**src/rtl/tpt_pkg.sv**
```systemverilog
// ----------------------------------------------------------------------------
// tpt_pkg: shared types and constants for the tlb page table translator
// sizes of the tlb, page table and counters, plus the request and response
// structs passed between the lookup units and the control logic
// ----------------------------------------------------------------------------
package tpt_pkg;

	localparam int TLB_DEPTH     = 16;
	localparam int TLB_IDX_W     = $clog2(TLB_DEPTH);
	localparam int COUNTER_WIDTH = 32;

	localparam int PAGE_W      = 8;
	localparam int OFFSET_W    = 8;
	localparam int FRAME_W     = 8;
	localparam int VADDR_W     = PAGE_W + OFFSET_W;
	localparam int PAGE_COUNT  = 1 << PAGE_W;
	localparam int FREE_W      = FRAME_W + 1;
	localparam int FRAME_LIMIT = 1 << FRAME_W;

	// fifo pointer starts on the last slot so the first fill lands in slot 0
	localparam logic [TLB_IDX_W-1:0] FIFO_PTR_RESET = TLB_IDX_W'(TLB_DEPTH - 1);

	typedef struct packed {
		logic               hit;
		logic [FRAME_W-1:0] frame;
	} tlb_lookup_t;

	typedef struct packed {
		logic               en;
		logic [PAGE_W-1:0]  page;
		logic [FRAME_W-1:0] frame;
	} tlb_fill_t;

	typedef struct packed {
		logic              rd_en;
		logic [PAGE_W-1:0] rd_page;
		logic              fault_en;
		logic [PAGE_W-1:0] fault_page;
	} pt_req_t;

	typedef struct packed {
		logic               valid;
		logic [FRAME_W-1:0] frame;
		logic [FRAME_W-1:0] free_frame;
	} pt_resp_t;

endpackage

```
**src/rtl/tpt_tlb.sv**
```systemverilog
// ----------------------------------------------------------------------------
// tpt_tlb: fully associative translation cache
// register-based entries searched in parallel, lowest matching slot wins,
// fills go round robin through a fifo pointer
// ----------------------------------------------------------------------------
module tpt_tlb (
	input  logic                       clk,
	input  logic                       arst_n,
	input  logic [tpt_pkg::PAGE_W-1:0] lookup_page,
	output tpt_pkg::tlb_lookup_t       lookup,
	input  tpt_pkg::tlb_fill_t         fill
);
	import tpt_pkg::*;

	logic [TLB_DEPTH-1:0]     valid_q;
	logic [PAGE_W-1:0]        page_q  [TLB_DEPTH];
	logic [FRAME_W-1:0]       frame_q [TLB_DEPTH];
	logic [TLB_IDX_W-1:0]     fifo_ptr_q;
	logic [TLB_IDX_W-1:0]     fill_idx;
	logic [TLB_DEPTH-1:0]     match;

	always_comb begin
		for (int i = 0; i < TLB_DEPTH; i++) begin
			match[i] = valid_q[i] && (page_q[i] == lookup_page);
		end
	end

	// priority select, lowest index overrides
	always_comb begin
		lookup.hit   = |match;
		lookup.frame = '0;
		for (int i = TLB_DEPTH - 1; i >= 0; i--) begin
			if (match[i]) begin
				lookup.frame = frame_q[i];
			end
		end
	end

	assign fill_idx = (fifo_ptr_q == TLB_IDX_W'(TLB_DEPTH - 1)) ? '0 : fifo_ptr_q + 1'b1;

	always_ff @(posedge clk or negedge arst_n) begin
		if (!arst_n) begin
			valid_q    <= '0;
			fifo_ptr_q <= FIFO_PTR_RESET;
		end else if (fill.en) begin
			valid_q[fill_idx] <= 1'b1;
			fifo_ptr_q        <= fill_idx;
		end
	end

	always_ff @(posedge clk) begin
		if (fill.en) begin
			page_q[fill_idx]  <= fill.page;
			frame_q[fill_idx] <= fill.frame;
		end
	end

endmodule

```
**src/rtl/tpt_page_table.sv**
```systemverilog
// ----------------------------------------------------------------------------
// tpt_page_table: page table memory with demand allocation
// synchronous frame memory, per-page valid flags and the free frame counter
// ----------------------------------------------------------------------------
module tpt_page_table (
	input  logic              clk,
	input  logic              arst_n,
	input  tpt_pkg::pt_req_t  req,
	output tpt_pkg::pt_resp_t resp
);
	import tpt_pkg::*;

	logic [FRAME_W-1:0]    frame_mem [PAGE_COUNT];
	logic [PAGE_COUNT-1:0] valid_q;
	logic [FRAME_W-1:0]    rd_frame_q;
	logic                  rd_valid_q;
	logic [FREE_W-1:0]     free_frame_q;

	// frame memory with a registered read
	always_ff @(posedge clk) begin
		if (req.rd_en) begin
			rd_frame_q <= frame_mem[req.rd_page];
		end
		if (req.fault_en) begin
			frame_mem[req.fault_page] <= free_frame_q[FRAME_W-1:0];
		end
	end

	always_ff @(posedge clk or negedge arst_n) begin
		if (!arst_n) begin
			valid_q      <= '0;
			rd_valid_q   <= 1'b0;
			free_frame_q <= '0;
		end else begin
			if (req.rd_en) begin
				rd_valid_q <= valid_q[req.rd_page];
			end
			if (req.fault_en) begin
				valid_q[req.fault_page] <= 1'b1;
				// saturate once every frame is handed out
				if (free_frame_q < FREE_W'(FRAME_LIMIT)) begin
					free_frame_q <= free_frame_q + 1'b1;
				end
			end
		end
	end

	assign resp.valid      = rd_valid_q;
	assign resp.frame      = rd_frame_q;
	assign resp.free_frame = free_frame_q[FRAME_W-1:0];

endmodule

```
**src/rtl/tlb_page_table_translator.sv**
```systemverilog
// ----------------------------------------------------------------------------
// tlb_page_table_translator: virtual to physical address translation
// 16-entry tlb in front of a 256-entry page table with demand paging
// ----------------------------------------------------------------------------
//
//  channel | signals                                         | direction
//  --------+-------------------------------------------------+----------
//  in      | in_valid, in_stall, virtual_address             | into block
//  out     | out_valid, out_stall, physical_address,         | out of block
//          | tlb_hit, page_fault, hit_total, fault_total     |
//
// on accept a transaction launches the page table memory read and enters
// the resolve state, which resolves tlb / page table / fault from the
// registered read data and loads the output register
// in_stall is high while an item is being resolved; a held output only
// delays resolution, the accepted item waits with its read data
// reset clears tlb valid flags, page valid flags, pointers and counters;
// no clearing pass is needed
//
module tlb_page_table_translator (
	input  logic        clk,
	input  logic        arst_n,
	// input channel
	input  logic        in_valid,
	output logic        in_stall,
	input  logic [15:0] virtual_address,
	// output channel
	output logic        out_valid,
	input  logic        out_stall,
	output logic [15:0] physical_address,
	output logic        tlb_hit,
	output logic        page_fault,
	output logic [31:0] hit_total,
	output logic [31:0] fault_total
);
	import tpt_pkg::*;

	typedef enum logic [1:0] {
		ST_IDLE    = 2'b01,
		ST_RESOLVE = 2'b10
	} state_t;

	state_t state_q;
	state_t state_d;

	logic                     in_fire;
	logic                     resolve_fire;
	logic [VADDR_W-1:0]       va_s1;
	logic [PAGE_W-1:0]        page_s1;

	tlb_lookup_t              tlb_lookup;
	tlb_fill_t                tlb_fill;
	pt_req_t                  pt_req;
	pt_resp_t                 pt_resp;

	logic [FRAME_W-1:0]       frame;
	logic                     hit;
	logic                     fault;

	logic [COUNTER_WIDTH-1:0] hit_cnt_q;
	logic [COUNTER_WIDTH-1:0] fault_cnt_q;
	logic [COUNTER_WIDTH-1:0] hit_cnt_d;
	logic [COUNTER_WIDTH-1:0] fault_cnt_d;

	logic                     out_valid_q;
	logic [VADDR_W-1:0]       paddr_q;
	logic                     hit_q;
	logic                     fault_q;
	logic [31:0]              hit_total_q;
	logic [31:0]              fault_total_q;

	// handshakes
	assign in_stall     = (state_q == ST_RESOLVE);
	assign in_fire      = in_valid && !in_stall;
	// resolve only when the output slot is free or being emptied
	assign resolve_fire = (state_q == ST_RESOLVE) && (!out_valid_q || !out_stall);

	assign page_s1 = va_s1[VADDR_W-1:OFFSET_W];

	always_comb begin
		state_d = state_q;
		unique case (state_q)
			ST_IDLE: begin
				if (in_fire) begin
					state_d = ST_RESOLVE;
				end
			end
			ST_RESOLVE: begin
				if (resolve_fire) begin
					state_d = ST_IDLE;
				end
			end
			default: state_d = ST_IDLE;
		endcase
	end

	always_ff @(posedge clk or negedge arst_n) begin
		if (!arst_n) begin
			state_q <= ST_IDLE;
		end else begin
			state_q <= state_d;
		end
	end

	always_ff @(posedge clk) begin
		if (in_fire) begin
			va_s1 <= virtual_address;
		end
	end

	// page table read launched straight from the input port on accept
	assign pt_req.rd_en      = in_fire;
	assign pt_req.rd_page    = virtual_address[VADDR_W-1:OFFSET_W];
	assign pt_req.fault_en   = resolve_fire && fault;
	assign pt_req.fault_page = page_s1;

	tpt_page_table u_page_table (
		.clk    (clk),
		.arst_n (arst_n),
		.req    (pt_req),
		.resp   (pt_resp)
	);

	tpt_tlb u_tlb (
		.clk         (clk),
		.arst_n      (arst_n),
		.lookup_page (page_s1),
		.lookup      (tlb_lookup),
		.fill        (tlb_fill)
	);

	// resolve: tlb first, then page table, else allocate a fresh frame
	always_comb begin
		hit   = 1'b0;
		fault = 1'b0;
		priority if (tlb_lookup.hit) begin
			hit   = 1'b1;
			frame = tlb_lookup.frame;
		end else if (pt_resp.valid) begin
			frame = pt_resp.frame;
		end else begin
			fault = 1'b1;
			frame = pt_resp.free_frame;
		end
	end

	// page table hit refills the tlb; a fault leaves the tlb alone
	assign tlb_fill.en    = resolve_fire && !tlb_lookup.hit && pt_resp.valid;
	assign tlb_fill.page  = page_s1;
	assign tlb_fill.frame = pt_resp.frame;

	// wrapping counters
	assign hit_cnt_d   = hit   ? hit_cnt_q + 1'b1   : hit_cnt_q;
	assign fault_cnt_d = fault ? fault_cnt_q + 1'b1 : fault_cnt_q;

	always_ff @(posedge clk or negedge arst_n) begin
		if (!arst_n) begin
			hit_cnt_q   <= '0;
			fault_cnt_q <= '0;
			out_valid_q <= 1'b0;
		end else begin
			if (resolve_fire) begin
				hit_cnt_q   <= hit_cnt_d;
				fault_cnt_q <= fault_cnt_d;
				out_valid_q <= 1'b1;
			end else if (!out_stall) begin
				out_valid_q <= 1'b0;
			end
		end
	end

	// output register, loaded only when the slot is free or being emptied
	always_ff @(posedge clk) begin
		if (resolve_fire) begin
			paddr_q       <= {frame, va_s1[OFFSET_W-1:0]};
			hit_q         <= hit;
			fault_q       <= fault;
			hit_total_q   <= 32'(hit_cnt_d);
			fault_total_q <= 32'(fault_cnt_d);
		end
	end

	assign out_valid        = out_valid_q;
	assign physical_address = paddr_q;
	assign tlb_hit          = hit_q;
	assign page_fault       = fault_q;
	assign hit_total        = hit_total_q;
	assign fault_total      = fault_total_q;

endmodule
```
**config.mk**
```make
export PLATFORM = sky130hd
export DESIGN_NAME = tlb_page_table_translator
export DESIGN_NICKNAME = d
export VERILOG_FILES = /design/src/rtl/tpt_pkg.sv /design/src/rtl/tpt_tlb.sv /design/src/rtl/tpt_page_table.sv /design/src/rtl/tlb_page_table_translator.sv
export SDC_FILE = /design/constraint.sdc
export NUM_CORES = 2
export LEC_CHECK = 0
export ABC_AREA = 1
export BUFFER_PORTS_ARGS = -buffer_cell sky130_fd_sc_hd__buf_2
export CORE_MARGIN = 1.5
export CORE_UTILIZATION = 40
export DETAILED_ROUTE_END_ITERATION = 7
export GPL_TIMING_DRIVEN = 0
export HOLD_SLACK_MARGIN = 0.05
export PLACE_DENSITY_LB_ADDON = 0.3
export REMOVE_ABC_BUFFERS = 1
export SKIP_CTS_REPAIR_TIMING = 1
export SLEW_MARGIN = 20
export SYNTH_ARGS = -nofsm -noshare
export SYNTH_HDL_FRONTEND = slang
export SYNTH_SLANG_ARGS = --single-unit
```
**constraint.sdc**
```tcl
create_clock -name clk -period 11.6 [get_ports clk]
set_clock_uncertainty 0.15 [all_clocks]
set_input_delay 1.16 -clock clk [delete_from_list [all_inputs] [get_ports clk]]
set_output_delay 1.16 -clock clk [all_outputs]
set_load 0.03 [all_outputs]
```
==> impl_results.rst <==
.. list-table::
   :header-rows: 1

   * - Metric
     - Value
   * - Cell type contributing the most total cell area after synthesis
     - sky130_fd_sc_hd__edfxtp_1
   * - Area delta synth->final
     - 13.8%
   * - Arrival time worst endpoint
     - a little under 8 ns
   * - Clock sinks
     - 2763
   * - Count of cell types in the netlist
     - between 50 and 60
   * - Combinational share of power
     - 0.075
   * - Detail Route Antenna Nets
     - 0
   * - Fraction of synthesized cell area taken by the top area cell type
     - 0.645
   * - Total routing resource utilization after global routing
     - 0.212
   * - GR Layer Usage met3
     - 0.0342
   * - Maximum frequency from static timing analysis
     - 139 MHz
   * - Worst reg2reg endpoint
     - u_page_table.frame_mem[194][3]$_DFFE_PP_
   * - Instance count along the most critical hold path
     - 0
   * - Worst setup slack after placement
     - between 3 and 4 ns
   * - Detailed placement HPWL
     - about 180000 µm
   * - Max-capacitance violation count
     - 0
   * - Number of antenna violations at the first check in global routing
     - 13
   * - Largest net degree at the start of global routing
     - between 150 and 200
   * - Top-level port count
     - roughly 100
   * - Clock root buffer
     - sky130_fd_sc_hd__clkbuf_16
   * - Count of unresolved DRC violations after routing
     - 0
   * - Initial Utilization
     - 0.402
   * - Wire length after detailed routing
     - around 300000 µm
   * - Die span in y
     - 533 µm
   * - Hold WC Path Type
     - register to register
   * - Wire length per cell after detailed routing
     - roughly 24 µm
   * - Hold Startpoint
     - va_s1[1]$_DFFE_PP_
   * - RSZ-0062 raised after global routing
     - no
   * - Area after DPL
     - roughly 0.12 mm²
   * - Clock network fraction of design power
     - 0.424
   * - Data required time of the worst path
     - 12.21 ns
   * - Max-slew violations
     - 0
   * - Worst Setup Slack, final
     - between 4 and 5 ns
   * - Total via count in the routed design
     - between 70000 and 80000
   * - Share of synthesized flip-flops with an asynchronous set or reset
     - 0.128
   * - Width of the chip
     - between 500 and 600 µm
   * - Share of final-layout standard cells stronger than drive strength 1
     - 0.0937
   * - Yosys warning count
     - 0
   * - Number of cells on the worst reg-to-reg path
     - 13
   * - Number of H-tree levels
     - 5
   * - Overall power consumption
     - around 22 mW
   * - Slew margin rel.
     - 0.208
   * - Detail-routed via count per cell
     - between 5 and 6
   * - End-of-flow core utilization
     - 0.457
   * - Element type at the critical path start
     - primary input
   * - Sw Pwr
     - between 5 and 6 mW
   * - CTS tree
     - built
   * - Number of detailed-routing iterations run before antenna repair
     - 6
   * - Total power per unit cell area
     - ~170 mW/mm²
   * - Category of the worst setup path capture point
     - register
   * - Clock latency on the worst-skew pair
     - approximately 0.96 ns
   * - Syn avg cell area
     - between 10 and 15 µm²
   * - Routability Congestion
     - 0.833
   * - Synth Instances
     - slightly above 9000
   * - DIE AREA
     - roughly 0.28 mm²
   * - Result of the run
     - finished, final reports clean
   * - Number of input and output port buffers inserted
     - about 100
   * - Max clock buf depth
     - 4
   * - Number of hold violations in the final report
     - 0
   * - Grt total ovfl
     - 0
   * - Slew @ Worst Pin
     - about 1.2 ns
   * - Switching share of power
     - 0.233
   * - Cells taking the most area after synthesis
     - sky130_fd_sc_hd__edfxtp_1 64%, sky130_fd_sc_hd__dfrtp_1 7.8%, sky130_fd_sc_hd__o21ai_0 7.4%
   * - Number of storage elements in the synthesis netlist
     - approximately 2800
   * - Highest-utilization routing layer at the global route stage
     - met2
   * - Final critical-path required period
     - 7.20 ns
   * - Number of DRC markers in iteration 0
     - 8314
   * - Met1 Use GR
     - 0.299
   * - Static leakage
     - slightly below 50 nW
   * - Most used standard cells in the synthesized netlist
     - 2410 x sky130_fd_sc_hd__edfxtp_1, 1940 x sky130_fd_sc_hd__nor2_1, 1652 x sky130_fd_sc_hd__o21ai_0, 721 x sky130_fd_sc_hd__o22ai_1, 611 x sky130_fd_sc_hd__nand2_1
   * - Startpoint of the worst-slack reg-to-reg timing path
     - va_s1[9]$_DFFE_PP_
   * - Reg-to-reg setup timing slack
     - 4.84 ns
   * - Most common flop cell mapped by yosys
     - sky130_fd_sc_hd__edfxtp_1
   * - GR Layer Usage met2
     - 0.333
   * - TritonCTS Buffers
     - 303
   * - Setup violation total in the final timing report
     - 0
   * - Via count of the first global-routing pass
     - 71100
   * - Number of enable flip-flop cells after synthesis
     - ~2400
   * - Internal
     - approximately 17 mW
   * - Worst hold margin
     - around 0.27 ns
   * - Final Cell Area
     - between 0.1 and 0.15 mm²
   * - Tcrit/Tclk final
     - 0.621
   * - Area of the core region
     - between 0.2 and 0.3 mm²
   * - Hold worst-path end
     - physical_address[1]$_DFFE_PP_
   * - Part of the Yosys area used for sequential elements
     - 0.723
   * - Number of nets in the layout
     - slightly above 9000
   * - Max IR drop VDD
     - 163 µV
   * - Critical Setup Path Class
     - primary input to register
   * - Synthesized area
     - about 0.11 mm²
   * - Library cell with the highest instance count after synthesis
     - sky130_fd_sc_hd__edfxtp_1
   * - Clock Pin Slew Worst Setup and Hold Paths
     - ~0.06 ns
   * - Part of the total power dissipated in sequential elements
     - 0.501
   * - Std cell rows
     - slightly below 200
   * - Global-route wire length before repair
     - approximately 460000 µm
   * - Maximum fanout encountered on the critical timing path
     - 172
   * - Number of filler instances in the final layout
     - around 25000
-- metal layers --
layer | wire length, µm | vias up
met2 | 144000 | 3170
met4 | 9600 | 4
met1 | 131000 | 37200
met5 | 25 | -
met3 | 25000 | 510
li1 | - | 33400
-- stage by stage --
step / instances / setup TNS, ns
2_1_floorplan: 8665 / -66.98
3_3_place_gp: 12500 / -496.55
5_1_grt: 13100 / 0
3_5_place_dp: 12600 / 0
4_1_cts: 13100 / 0
6_report: 13100 / 0
-- critical path, stage by stage --
cell	delay, ns
sky130_fd_sc_hd__buf_12	0.30
sky130_fd_sc_hd__buf_16	0.40
sky130_fd_sc_hd__buf_16	0.47
sky130_fd_sc_hd__buf_16	0.45
sky130_fd_sc_hd__clkinv_4	0.59
sky130_fd_sc_hd__buf_16	0.43
sky130_fd_sc_hd__buf_16	0.28
sky130_fd_sc_hd__buf_16	0.27
sky130_fd_sc_hd__buf_16	0.28
sky130_fd_sc_hd__o21ai_0	0.25
sky130_fd_sc_hd__o22ai_1	0.09
sky130_fd_sc_hd__o21ai_0	0.47
sky130_fd_sc_hd__o22ai_1	0.25
sky130_fd_sc_hd__nand2_1	0.28
sky130_fd_sc_hd__nand3_1	0.25
sky130_fd_sc_hd__nand3_1	0.17
sky130_fd_sc_hd__nand3_1	0.09
sky130_fd_sc_hd__nand3_1	0.29
sky130_fd_sc_hd__o21ai_0	0.16
-- cells by family after synthesis --
| kind of cell | Yosys count | synth area share |
|---|---|---|
| and+or+nand+nor | 2947 | 0.108 |
| DFF | 2763 | 0.723 |
| AOI/OAI and AO/OA | 2608 | 0.129 |
| buffers and inverters | 847 | 0.0294 |
| xor gates and xnor gates | 115 | 0.00897 |
| adders and majority gates | 7 | 0.000780 |
-- layout make-up --
cell class              count  area (µm²)  area share
diodes                      3        7.51   0.0000588
clock buffers             420        8400      0.0658
clock inverters           114        1150     0.00898
inverters                 225         887     0.00695
multi-input cells        5677       28000       0.219
flip-flops and latches   2763       81200       0.636
well taps                3724        4660      0.0365
repair buffers            217        3410      0.0267
-- registers in the layout, summed over array words and instances (netlist names) --
signal / count
fault_cnt_q: 32
fault_total: 32
hit_cnt_q: 32
hit_total: 32
out_valid: 1
page_fault: 1
physical_address: 16
state_q: 2
tlb_hit: 1
u_page_table.frame_mem: 2048
u_page_table.free_frame_q: 9
u_page_table.rd_frame_q: 8
u_page_table.rd_valid_q: 1
u_page_table.valid_q: 256
u_tlb.fifo_ptr_q: 4
u_tlb.frame_q: 128
u_tlb.page_q: 128
u_tlb.valid_q: 16
va_s1: 16
-- how the worst max path moves through the flow --
| stage | start | slack (ns) | to |
|---|---|---|---|
| detailed placement | virtual_address[8] | 3.77 | u_page_table.rd_frame_q[7]$_DFFE_PP_ |
| CTS | va_s1[11]$_DFFE_PP_ | 4.13 | u_page_table.frame_mem[101][1]$_DFFE_PP_ |
| global route | virtual_address[8] | 4.29 | u_page_table.rd_valid_q$_DFFE_PN0P_ |
| global placement | virtual_address[8] | -54.54 | u_page_table.rd_valid_q$_DFFE_PN0P_ |
| finish | virtual_address[8] | 4.40 | u_page_table.rd_valid_q$_DFFE_PN0P_ |
| floorplan | virtual_address[8] | -7.46 | u_page_table.rd_frame_q[5]$_DFFE_PP_ |
-- layout by cell type (no fill, tap or decap), types with 15 or more instances in the layout --
| master | n |
|---|---|
| sky130_fd_sc_hd__or2_1 | 50 |
| sky130_fd_sc_hd__nand4_1 | 20 |
| sky130_fd_sc_hd__edfxtp_1 | 2410 |
| sky130_fd_sc_hd__nor2_1 | 1924 |
| sky130_fd_sc_hd__inv_1 | 207 |
| sky130_fd_sc_hd__buf_16 | 86 |
| sky130_fd_sc_hd__o21bai_1 | 112 |
| sky130_fd_sc_hd__nor2_2 | 15 |
| sky130_fd_sc_hd__clkinv_2 | 46 |
| sky130_fd_sc_hd__nor3_1 | 35 |
| sky130_fd_sc_hd__clkbuf_16 | 310 |
| sky130_fd_sc_hd__nand2_4 | 21 |
| sky130_fd_sc_hd__nand2_2 | 15 |
| sky130_fd_sc_hd__buf_8 | 15 |
| sky130_fd_sc_hd__nor2_4 | 32 |
| sky130_fd_sc_hd__o21ai_0 | 1652 |
| sky130_fd_sc_hd__nand2_1 | 593 |
| sky130_fd_sc_hd__or2_2 | 126 |
| sky130_fd_sc_hd__o22ai_1 | 721 |
| sky130_fd_sc_hd__buf_2 | 96 |
| sky130_fd_sc_hd__clkinv_1 | 30 |
| sky130_fd_sc_hd__bufinv_16 | 22 |
| sky130_fd_sc_hd__clkbuf_1 | 87 |
| sky130_fd_sc_hd__clkbuf_8 | 23 |
| sky130_fd_sc_hd__dfrtp_1 | 340 |
| sky130_fd_sc_hd__nand3_1 | 77 |
| sky130_fd_sc_hd__xnor2_1 | 31 |
| sky130_fd_sc_hd__o32ai_1 | 37 |
| sky130_fd_sc_hd__a21oi_1 | 39 |
| sky130_fd_sc_hd__xor2_1 | 84 |
| sky130_fd_sc_hd__nor4_1 | 20 |
-- power by group through the flow --
stage	clock (mW)	sequential, mW	combinational [mW]
2_1_floorplan	0	11.3	1.08
3_3_place_gp	0	11.3	1.68
3_5_place_dp	0	11.3	1.64
4_1_cts	9.48	11.1	1.65
5_1_grt	9.87	11.1	1.83
6_report	9.35	11.1	1.66
Power figures use the tool's default switching activity.
